File: src/rtl/kte_pkg.sv
// shared types and constants for the keyed entry table
package kte_pkg;

    localparam int KEY_BITS  = 16;
    localparam int NAME_BITS = 64;
    localparam int CNT_W     = 5;
    localparam logic [CNT_W-1:0] CAPACITY_RESET = 5'd16;

    typedef enum logic [1:0] {
        CMD_ADD    = 2'd0,
        CMD_DELETE = 2'd1,
        CMD_UPDATE = 2'd2,
        CMD_GET    = 2'd3
    } cmd_t;

    typedef enum logic {
        ST_IDLE = 1'b0,
        ST_EXEC = 1'b1
    } state_t;

    typedef struct packed {
        cmd_t                 command;
        logic [KEY_BITS-1:0]  key;
        logic [KEY_BITS-1:0]  entry_key;
        logic [NAME_BITS-1:0] entry_name;
    } in_word_t;

    typedef struct packed {
        logic                 found;
        logic                 full_res;
        logic [KEY_BITS-1:0]  result_key;
        logic [NAME_BITS-1:0] result_name;
        logic [CNT_W-1:0]     entry_count;
    } out_word_t;

    typedef struct packed {
        logic                 apply;
        logic                 add_ok;
        cmd_t                 command;
        logic [KEY_BITS-1:0]  key;
        logic [KEY_BITS-1:0]  entry_key;
        logic [NAME_BITS-1:0] entry_name;
        logic [CNT_W-1:0]     count;
    } cell_ctl_t;

endpackage

File: src/rtl/keyed_entry_table.sv
// top level: ordered key and name table built from a row of slot cells
// the input word is registered on accept, then the execute state writes the result into the output register
// a new command is accepted only in the idle state, after the compare and shift pass over the cells for the last one
// the execute cycle waits while a previous result is still held in the output register
// reset: fill count cleared, capacity set to 16, entry storage left undefined
module keyed_entry_table #(
    parameter int DEPTH = 16
) (
    input  logic                       aclk,
    input  logic                       aresetn,
    input  logic                       s_valid,
    output logic                       s_ready,
    input  kte_pkg::in_word_t          s_word,
    output logic                       m_valid,
    input  logic                       m_ready,
    output kte_pkg::out_word_t         m_word,
    input  logic                       cfg_we,
    input  logic [kte_pkg::CNT_W-1:0]  cfg_data
);
    import kte_pkg::*;

    localparam int IDX_W = (DEPTH > 1) ? $clog2(DEPTH) : 1;

    state_t               state_reg, state_next;
    in_word_t             item_reg;
    logic [CNT_W-1:0]     capacity_reg;
    logic [CNT_W-1:0]     count_reg, count_next;
    logic                 m_valid_reg, m_valid_next;
    out_word_t            m_word_reg, m_word_next;
    logic [CNT_W-1:0]     limit;
    logic                 out_free;
    cell_ctl_t            ctl;

    logic [DEPTH:0]       hit_chain;
    logic [DEPTH-1:0]     first_vec;
    logic [KEY_BITS-1:0]  cell_key  [DEPTH];
    logic [NAME_BITS-1:0] cell_name [DEPTH];
    logic [KEY_BITS-1:0]  sel_key;
    logic [NAME_BITS-1:0] sel_name;
    logic                 found;

    assign limit    = (32'(capacity_reg) > DEPTH) ? CNT_W'(DEPTH) : capacity_reg;
    assign out_free = ~m_valid_reg | m_ready;
    assign s_ready  = (state_reg == ST_IDLE);
    assign m_valid  = m_valid_reg;
    assign m_word   = m_word_reg;

    assign ctl.apply      = (state_reg == ST_EXEC) && out_free;
    assign ctl.add_ok     = count_reg < limit;
    assign ctl.command    = item_reg.command;
    assign ctl.key        = item_reg.key;
    assign ctl.entry_key  = item_reg.entry_key;
    assign ctl.entry_name = item_reg.entry_name;
    assign ctl.count      = count_reg;

    assign hit_chain[0] = 1'b0;
    assign found        = hit_chain[DEPTH];

    for (genvar i = 0; i < DEPTH; i++) begin : g_cell
        logic [KEY_BITS-1:0]  nbr_key;
        logic [NAME_BITS-1:0] nbr_name;
        if (i == DEPTH - 1) begin : g_last
            assign nbr_key  = '0;
            assign nbr_name = '0;
        end else begin : g_mid
            assign nbr_key  = cell_key[i+1];
            assign nbr_name = cell_name[i+1];
        end
        kte_cell #(
            .IDX_W (IDX_W),
            .INDEX (i)
        ) u_cell (
            .aclk     (aclk),
            .ctl      (ctl),
            .nbr_key  (nbr_key),
            .nbr_name (nbr_name),
            .hit_in   (hit_chain[i]),
            .hit_out  (hit_chain[i+1]),
            .first    (first_vec[i]),
            .key_out  (cell_key[i]),
            .name_out (cell_name[i])
        );
    end

    // one-hot select of the first matching slot
    always_comb begin
        sel_key  = '0;
        sel_name = '0;
        for (int i = 0; i < DEPTH; i++) begin
            sel_key  = sel_key  | (cell_key[i]  & {KEY_BITS{first_vec[i]}});
            sel_name = sel_name | (cell_name[i] & {NAME_BITS{first_vec[i]}});
        end
    end

    always_comb begin
        state_next   = state_reg;
        count_next   = count_reg;
        m_valid_next = m_valid_reg & ~m_ready;
        m_word_next  = m_word_reg;
        case (state_reg)
            ST_IDLE: begin
                if (s_valid) begin
                    state_next = ST_EXEC;
                end
            end
            ST_EXEC: begin
                if (out_free) begin
                    state_next = ST_IDLE;
                    m_valid_next = 1'b1;
                    m_word_next = '0;
                    case (item_reg.command)
                        CMD_ADD: begin
                            if (ctl.add_ok) begin
                                count_next = count_reg + 1'b1;
                            end else begin
                                m_word_next.full_res = 1'b1;
                            end
                        end
                        CMD_DELETE: begin
                            m_word_next.found = found;
                            if (found) begin
                                count_next = count_reg - 1'b1;
                            end
                        end
                        CMD_UPDATE: begin
                            m_word_next.found = found;
                        end
                        CMD_GET: begin
                            m_word_next.found       = found;
                            m_word_next.result_key  = sel_key;
                            m_word_next.result_name = sel_name;
                        end
                        default: begin
                        end
                    endcase
                    m_word_next.entry_count = count_next;
                end
            end
            default: begin
                state_next = ST_IDLE;
            end
        endcase
    end

    always_ff @(posedge aclk) begin
        if (!aresetn) begin
            state_reg    <= ST_IDLE;
            count_reg    <= '0;
            m_valid_reg  <= 1'b0;
            capacity_reg <= CAPACITY_RESET;
        end else begin
            state_reg   <= state_next;
            count_reg   <= count_next;
            m_valid_reg <= m_valid_next;
            if (cfg_we) begin
                capacity_reg <= cfg_data;
            end
        end
    end

    always_ff @(posedge aclk) begin
        if (s_valid && s_ready) begin
            item_reg <= s_word;
        end
        m_word_reg <= m_word_next;
    end

endmodule

File: src/rtl/kte_cell.sv
// one table slot: holds an entry, compares its key and shifts from its neighbor
module kte_cell #(
    parameter int IDX_W = 4,
    parameter int INDEX = 0
) (
    input  logic                         aclk,
    input  kte_pkg::cell_ctl_t           ctl,
    input  logic [kte_pkg::KEY_BITS-1:0]  nbr_key,
    input  logic [kte_pkg::NAME_BITS-1:0] nbr_name,
    input  logic                         hit_in,
    output logic                         hit_out,
    output logic                         first,
    output logic [kte_pkg::KEY_BITS-1:0]  key_out,
    output logic [kte_pkg::NAME_BITS-1:0] name_out
);
    import kte_pkg::*;

    localparam int CMP_W = IDX_W + CNT_W + 1;

    logic [KEY_BITS-1:0]  key_reg;
    logic [NAME_BITS-1:0] name_reg;
    logic                 occupied;
    logic                 is_tail;
    logic                 match;

    assign occupied = CMP_W'(ctl.count) > CMP_W'(INDEX);
    assign is_tail  = CMP_W'(ctl.count) == CMP_W'(INDEX);
    assign match    = occupied && (key_reg == ctl.key);
    assign hit_out  = hit_in | match;
    assign first    = match & ~hit_in;
    assign key_out  = key_reg;
    assign name_out = name_reg;

    always_ff @(posedge aclk) begin
        if (ctl.apply) begin
            case (ctl.command)
                CMD_ADD: begin
                    if (ctl.add_ok && is_tail) begin
                        key_reg  <= ctl.entry_key;
                        name_reg <= ctl.entry_name;
                    end
                end
                CMD_DELETE: begin
                    if (hit_out) begin
                        key_reg  <= nbr_key;
                        name_reg <= nbr_name;
                    end
                end
                CMD_UPDATE: begin
                    if (match) begin
                        key_reg  <= ctl.entry_key;
                        name_reg <= ctl.entry_name;
                    end
                end
                default: begin
                end
            endcase
        end
    end

endmodule

File: config.mk
export PLATFORM = sky130hd
export DESIGN_NAME = keyed_entry_table
export DESIGN_NICKNAME = d
export VERILOG_FILES = /design/src/rtl/kte_pkg.sv /design/src/rtl/keyed_entry_table.sv /design/src/rtl/kte_cell.sv
export SDC_FILE = /design/constraint.sdc
export NUM_CORES = 2
export LEC_CHECK = 0
export BUFFER_PORTS_ARGS = -buffer_cell sky130_fd_sc_hd__buf_2
export CELL_PAD_IN_SITES_DETAIL_PLACEMENT = 1
export CELL_PAD_IN_SITES_GLOBAL_PLACEMENT = 1
export CORE_MARGIN = 1.5
export CORE_UTILIZATION = 54
export DETAILED_ROUTE_END_ITERATION = 10
export GPL_ROUTABILITY_DRIVEN = 1
export PLACE_DENSITY_LB_ADDON = 0.05
export SLEW_MARGIN = 10
export SYNTH_ARGS = -nofsm -noshare
export SYNTH_HDL_FRONTEND = slang
export SYNTH_HIERARCHICAL = 1
export SYNTH_SLANG_ARGS = --single-unit
File: constraint.sdc
create_clock -name aclk -period 10.4 [get_ports aclk]
set_clock_uncertainty 0.2 [all_clocks]
set_input_delay 2.08 -clock aclk [delete_from_list [all_inputs] [get_ports aclk]]
set_output_delay 2.08 -clock aclk [all_outputs]
set_load 0.02 [all_outputs]
**Yosys cells after proc, flatten, opt, wreduce, memory -nomap -nowiden**

Cells that the tools add are included.
Widths: inputs -> output; s select.

- Register bits after elaboration: 1,477
- ROM bits: 0
- Latch bits: 0
- Memories: 0
- Bits in writable memories: 0
- Bits of input ports: 108

- Mux-type cells: 138
- Reduce and logical (&&, ||, !) cells: 55
- Magnitude comparators: 18
- $mul: 0
- Equal/unequal tests: 82
- Bitwise logic cells: 112
- $add $sub $neg: 2
- Shift-type cells: 0
- Divide/modulo/power cells: 0

Operators by type and width:

| operator | number |
|---|---|
| $mux 64 | 48 |
| $pmux 64 s3 | 16 |
| $and 64x64->64 | 16 |
| $or 64x64->64 | 15 |
| $mux 16 | 48 |
| $pmux 16 s3 | 16 |
| $and 16x16->16 | 16 |
| $eq 16x16->1 | 16 |
| $or 16x16->16 | 15 |
| $ne 2x1->1 const B | 47 |
| $reduce_and 5->1 | 16 |
| $eq 5x4->1 const B | 8 |
| $gt 5x4->1 const B | 8 |
| $logic_and 1x1->1 | 34 |
| $eq 5x3->1 const B | 4 |
| $gt 5x3->1 const B | 4 |
| $not 1->1 | 18 |
| $and 1x1->1 | 16 |
| $or 1x1->1 | 16 |
| $mux 5 | 3 |
| $eq 5x2->1 const B | 2 |
| $gt 5x1->1 const B | 2 |
| $gt 5x2->1 const B | 2 |
| $pmux 5 s2 | 1 |
| 15 further kinds | 20 |

**Logic depth before layout (Yosys ltp)**

- Word-level depth: 20
- Depth in mapped cells: 25
- Mapped depth without buffers: 24

**Modules after synthesis**

Netlist, hierarchy kept.

By module, submodules not included:

| module | area each (µm²) | cells each | sequential area each (µm²) | times used |
|---|---|---|---|---|
| keyed_entry_table | 13,390.3 | 1,241 | 5,795.6 | 1 |
| kte_cell (g_cell[0].u_cell) | 4,077.7 | 205 | 2,402.3 | 1 |
| kte_cell (g_cell[9].u_cell) | 4,041.4 | 205 | 2,402.3 | 1 |
| kte_cell (g_cell[6].u_cell) | 4,040.1 | 203 | 2,402.3 | 1 |
| kte_cell (g_cell[2].u_cell) | 4,037.6 | 205 | 2,402.3 | 1 |
| kte_cell (g_cell[8].u_cell) | 4,036.4 | 202 | 2,402.3 | 1 |
| kte_cell (g_cell[13].u_cell) | 4,035.1 | 204 | 2,402.3 | 1 |
| kte_cell (g_cell[4].u_cell) | 4,011.3 | 205 | 2,402.3 | 1 |
| kte_cell (g_cell[10].u_cell) | 3,709.8 | 204 | 2,402.3 | 1 |
| kte_cell (g_cell[12].u_cell) | 3,708.6 | 210 | 2,402.3 | 1 |
| kte_cell (g_cell[7].u_cell) | 3,683.5 | 204 | 2,402.3 | 1 |
| kte_cell (g_cell[14].u_cell) | 3,668.5 | 204 | 2,402.3 | 1 |
| kte_cell (g_cell[15].u_cell) | 3,657.3 | 204 | 2,402.3 | 1 |
| kte_cell (g_cell[5].u_cell) | 3,656.0 | 204 | 2,402.3 | 1 |
| +3 rows | -- | -- | -- | -- |

**Least setup slack after synthesis**

Ideal clock, no wire load.

- Path kind: input-to-reg
- Start point: in m_ready
- End point: reg g_cell[6].u_cell.key_reg[0], enable pin
- Path buffers: 0
- Arrival time: 7.893 ns
- Setup time: 0.545 ns
- Stages: 5
- Slack: 1.763 ns
- Required time: 9.655 ns
- Cells stage by stage: nand2b_1 > nand2_1 > clkinv_1 > o211ai_1 > a21oi_1

RTL lines:

| item | RTL line | RTL |
|---|---|---|
| start, declared | keyed_entry_table.sv:15 | `input logic m_ready,` |
| end signal, assigned | kte_cell.sv:39 | `key_reg <= ctl.entry_key;` |
| end signal, assigned | kte_cell.sv:45 | `key_reg <= nbr_key;` |
| end signal, assigned | kte_cell.sv:51 | `key_reg <= ctl.entry_key;` |
| end, declared | kte_cell.sv:20 | `logic [KEY_BITS-1:0] key_reg;` |

**Worst setup path after layout**

- Start point: reg item_reg, in the netlist ctl[94]
- End point: reg m_word_reg, in the netlist m_word[49] (data pin)

- Word-level cells in the longest chain between the ends: 20
- Elaborated cells between the ends (all ways): 107
- Those cells by class: 16 x eq/ne; 75 x bitwise; 16 x reduce/logical

Ends and longest elaborated chain:

| item | RTL line | RTL |
|---|---|---|
| start, declared | keyed_entry_table.sv:25 | `in_word_t item_reg;` |
| start signal, assigned | keyed_entry_table.sv:163 | `item_reg <= s_word;` |
| $eq 16x16->1 | kte_cell.sv:28 | `assign match = occupied && (key_reg == ctl.key);` |
| $logic_and 1x1->1 | kte_cell.sv:28 |  |
| net hit_chain[1] | keyed_entry_table.sv:34 | `logic [DEPTH:0] hit_chain;` |
| $or 1x1->1 | kte_cell.sv:29 | `assign hit_out = hit_in \| match;` |
| net hit_chain[2] | keyed_entry_table.sv:34 |  |
| $or 1x1->1 | kte_cell.sv:29 |  |
| net hit_chain[3] | keyed_entry_table.sv:34 |  |
| $or 1x1->1 | kte_cell.sv:29 |  |
| net hit_chain[4] | keyed_entry_table.sv:34 |  |
| [... 1 more ...] | -- |  |
| net hit_chain[5] | keyed_entry_table.sv:34 |  |
| [... 1 more ...] | -- |  |
| net hit_chain[6] | keyed_entry_table.sv:34 |  |
| [... 1 more ...] | -- |  |
| net hit_chain[7] | keyed_entry_table.sv:34 |  |
| [... 1 more ...] | -- |  |
| net hit_chain[8] | keyed_entry_table.sv:34 |  |
| [... 1 more ...] | -- |  |
| net hit_chain[9] | keyed_entry_table.sv:34 |  |
| [... 1 more ...] | -- |  |
| net hit_chain[10] | keyed_entry_table.sv:34 |  |
| [... 1 more ...] | -- |  |
| net hit_chain[11] | keyed_entry_table.sv:34 |  |
| [... 1 more ...] | -- |  |
| net hit_chain[12] | keyed_entry_table.sv:34 |  |
| [... 1 more ...] | -- |  |
| net hit_chain[13] | keyed_entry_table.sv:34 |  |
| [... 1 more ...] | -- |  |
| net hit_chain[14] | keyed_entry_table.sv:34 |  |
| $or 1x1->1 | kte_cell.sv:29 |  |
| net hit_chain[15] | keyed_entry_table.sv:34 |  |
| $not 1->1 | kte_cell.sv:30 | `assign first = match & ~hit_in;` |
| $and 1x1->1 | kte_cell.sv:30 |  |
| net first_vec[15] | keyed_entry_table.sv:35 | `logic [DEPTH-1:0] first_vec;` |
| $and 64x64->64 | keyed_entry_table.sv:91 | `sel_name = sel_name \| (cell_name[i] & {NAME_BITS{first_vec[i]}});` |
| $or 64x64->64 | keyed_entry_table.sv:91 |  |
| end signal, assigned | keyed_entry_table.sv:165 | `m_word_reg <= m_word_next;` |
| end, declared | keyed_entry_table.sv:29 | `out_word_t m_word_reg, m_word_next;` |

The timed path passes the listed nets, and every way through them passes these cells.
A chain may end at the register's enable or synchronous reset.

==> qor.csv <==
metric,value,unit
origin_of_the_worst_min_delay_path,capacity_reg[0]$_SDFFE_PN0P_,
cts.repair.resized,0,
netlist_instances,4508,
layout_min_cycle_time,8.02,ns
syn_avg_cell_area,16.6,um^2
tritoncts_num_sinks,1477,
synthDistinctLibCells,80,
grt_first_pass_wirelength,398000,um
layout-drive-gt1-share,33.6,%
netlist.area_leader.share,59.0,%
syn-cell-area,74600,um^2
dr.pass1.iters,6,
maximum_clock_rate,125,MHz
core,137000,um^2
drt-wirelength-per-cell,43.1,um
port_buffers,196,
holdPathEnd,capacity_reg[0]$_SDFFE_PN0P_,
grt_pass1_vias,49593,
rows,136,
number_of_synthesized_flops_with_an_enable_pin,1465,
ctsLongestPathBuffers,3,
globalplace.congestion,0.972,
preCtsSetupSlack,2.66,ns
ant_nets,0,
yosys_most_used_dff,sky130_fd_sc_hd__edfxtp_1,
timing_worst_slew_pin_value,1.23,ns
final_max_slew_viol_count,0,
vdd.ir_drop.worst,0.156,mV
post-route-drc-count,0,
cts_post_setup_buffers_inserted,0,
area_growth_syn_to_layout,10.4,%
yosys-mux-area-fraction,22.2,%
hold_path_depth,2,
worst-endpoint-required,10.83,ns
synth_top_area_cell,sky130_fd_sc_hd__edfxtp_1,
crit_path_end_kind,flip-flop,
yosysMostFrequentCell,sky130_fd_sc_hd__edfxtp_1,
final.period_utilization,77.1,%
ys_top_cells_by_area,"sky130_fd_sc_hd__edfxtp_1 59%, sky130_fd_sc_hd__mux2_4 11%, sky130_fd_sc_hd__mux2_2 6.9%",
starting_utilization_of_the_core_area,54.3,%
clock_tree_from_tritoncts,yes,
final.hold.worst_slack,0.286,ns
overflow,0,
wl,288000,um
grt.total_usage,40.4,%
tritoncts.num_buffers,163,
die_w,375,um
rsz0062_at_grt,no,
final_worst_slack,2.38,ns
adder_and_majority_gate_portion_of_the_synthesized_area,0.101,%
timing.rr.start,ctl[94]$_DFFE_PP_,
cp_launch_type,flip-flop,
cp_data_arrival_time,8.45,ns
reg2reg_to,m_word[49]$_SDFFCE_PP0P_,
power,14.4,mW
cts_hold_repair.buffers,0,
largest_register_ffs,1024,
final_cell_area,82400,um^2
vias_per_cell,7.44,
via_count,49812,
finalNonFillerCells,6694,
dp_hpwl,150000,um
clkTransAtPathRegs,0.06,ns
finish.net_count,4882,
die_outline_area,140000,um^2
timing_hold_violations_final,0,
kind_of_critical_path,flip-flop to flip-flop,
synth-xor-area-share,3.08,%
critical_path.max_fanout,30,
setup_viol,0,
post-place-cells,6397,
total_leakage_power,27.8,nW
yosys_warnings,6,
synth-simple-area-share,3.08,%
max-cap-violations,0,
dpl-instance-area,77200,um^2
synth_compound_gate_area_share,8.80,%
synth_top_cells_by_count,"1465 x sky130_fd_sc_hd__edfxtp_1, 560 x sky130_fd_sc_hd__mux2_4, 457 x sky130_fd_sc_hd__mux2_2, 263 x sky130_fd_sc_hd__mux2_1",
share_of_the_core_filled_with_cells_in_the_final_layout,60.0,%
seq_area_frac_synth,59.3,%
clk_root_buffer_cell,sky130_fd_sc_hd__clkbuf_16,
min_path_type,flip-flop to flip-flop,
htree_num_levels,4,
power-per-cell-area,175,nW/um^2
floorplan.die.height,375,um
reg2reg_setup_slack,2.38,ns
grt_start_max_net_pins,82,
initialDrtViolationCount,7792,
reg2regPathDepth,25,
setup_total_negative_slack,0,ns
synth-async-reset-ratio,0,%
outcome,completed,
ys_ff_latch,1477,
synth_top_family_by_area,multiplexers,
boundaryPins,197,
grt_antenna_before_repair,8,
normalized_max_slew_margin,17.0,%
clk_latency,0.81,ns
## cell families (layout without fill, tap and decap cells)
| family | after synthesis | count (layout) |
|---|---|---|
| fa+ha+maj | 6 | 6 |
| other cells | 1 | 85 |
| xor+xnor | 260 | 260 |
| flops | 1477 | 1477 |
| compound gates | 814 | 814 |
| mux | 1286 | 1286 |
| simple gates | 348 | 348 |
| buf+inv | 316 | 624 |
## report_power, final
group / total [mW] / switching [mW] / internal, mW
Clock: 5.82 / 2.51 / 3.31
Sequential: 7.15 / 0.254 / 6.89
Combinational: 1.47 / 0.865 / 0.610
Total: 14.4 / 3.63 / 10.8
## layout make-up
class	instances	area [um^2]
Sequential cell	1477	44200
Tap cell	1794	2240
Clock buffer	204	4380
Antenna cell	2	5.00
Timing Repair Buffer	311	2110
Clock inverter	91	823
Inverter	18	72.6
Multi-Input combinational cell	2797	28500
Fill cell	12218	54900
## placed cells by master (no fill, tap or decap), types with 10 or more instances in the layout
cell and n:
sky130_fd_sc_hd__clkinv_2 34, sky130_fd_sc_hd__a22oi_1 161, sky130_fd_sc_hd__edfxtp_1 1465, sky130_fd_sc_hd__mux2_4 560, sky130_fd_sc_hd__buf_4 95, sky130_fd_sc_hd__dfxtp_1 12, sky130_fd_sc_hd__clkinv_1 36, sky130_fd_sc_hd__nand2b_1 28
sky130_fd_sc_hd__nand4b_1 10, sky130_fd_sc_hd__nor3_1 15, sky130_fd_sc_hd__and3_1 82, sky130_fd_sc_hd__nor2_1 22, sky130_fd_sc_hd__buf_2 196, sky130_fd_sc_hd__inv_1 17, sky130_fd_sc_hd__bufinv_16 13, sky130_fd_sc_hd__a31oi_1 81
sky130_fd_sc_hd__nand3_1 16, sky130_fd_sc_hd__buf_12 18, sky130_fd_sc_hd__mux2_2 457, sky130_fd_sc_hd__conb_1 83, sky130_fd_sc_hd__clkbuf_16 170, sky130_fd_sc_hd__nor4_2 16, sky130_fd_sc_hd__xor2_1 171, sky130_fd_sc_hd__nand2_1 33
sky130_fd_sc_hd__nor2b_4 17, sky130_fd_sc_hd__a22o_1 240, sky130_fd_sc_hd__o21ai_0 15, sky130_fd_sc_hd__a221oi_1 240, sky130_fd_sc_hd__nand4_1 37, sky130_fd_sc_hd__nor4_1 24, sky130_fd_sc_hd__xnor2_1 86, sky130_fd_sc_hd__a21oi_1 11
sky130_fd_sc_hd__clkbuf_1 34, sky130_fd_sc_hd__mux2_1 263
## how the worst max path moves through the flow
stage	start	end	slack, ns	cells after the start
final	ctl[94]$_DFFE_PP_	m_word[49]$_SDFFCE_PP0P_	2.38	25
after global routing	ctl[99]$_DFFE_PP_	m_word[49]$_SDFFCE_PP0P_	2.20	25
after CTS	ctl[94]$_DFFE_PP_	m_word[49]$_SDFFCE_PP0P_	2.58	25
after detailed placement	ctl[94]$_DFFE_PP_	m_word[49]$_SDFFCE_PP0P_	2.66	25
after global placement	ctl[94]$_DFFE_PP_	m_word[36]$_SDFFCE_PP0P_	2.89	25
after floorplan	m_ready	g_cell[6].u_cell/key_out[0]$_DFFE_PP_	1.76	5
## worst max-delay path: stages (launching register included)
cell and delay (ns):
sky130_fd_sc_hd__edfxtp_1 0.90, sky130_fd_sc_hd__xor2_1 0.35, sky130_fd_sc_hd__nor4_2 0.09, sky130_fd_sc_hd__nand3_1 0.26, sky130_fd_sc_hd__o21bai_1 0.20, sky130_fd_sc_hd__nand2b_1 0.26
sky130_fd_sc_hd__nand2b_1 0.25, sky130_fd_sc_hd__nand2b_1 0.25, sky130_fd_sc_hd__o21bai_1 0.25, sky130_fd_sc_hd__nand2b_1 0.24, sky130_fd_sc_hd__nand2b_1 0.25, sky130_fd_sc_hd__o21bai_1 0.26
sky130_fd_sc_hd__nand2b_1 0.23, sky130_fd_sc_hd__nand2b_1 0.24, sky130_fd_sc_hd__o21bai_2 0.26, sky130_fd_sc_hd__nand2b_1 0.24, sky130_fd_sc_hd__o21bai_1 0.28, sky130_fd_sc_hd__nand2b_1 0.28
sky130_fd_sc_hd__o21bai_1 0.29, sky130_fd_sc_hd__nor4b_4 0.33, sky130_fd_sc_hd__buf_4 0.68, sky130_fd_sc_hd__buf_4 0.58, sky130_fd_sc_hd__a22o_1 0.22, sky130_fd_sc_hd__a221oi_1 0.05
sky130_fd_sc_hd__and3_1 0.21, sky130_fd_sc_hd__a31oi_1 0.16
## layer usage
metal | track usage (%) | share of wire, % | vias to the layer above
met4 | 15.9 | 4.6 | 14
li1 | - | - | 18835
met1 | 56.4 | 38 | 26250
met5 | 0 | 0.032 | -
met3 | 8.55 | 12 | 826
met2 | 62.0 | 45 | 3887
No activity file was read; power rests on OpenSTA's default activity.
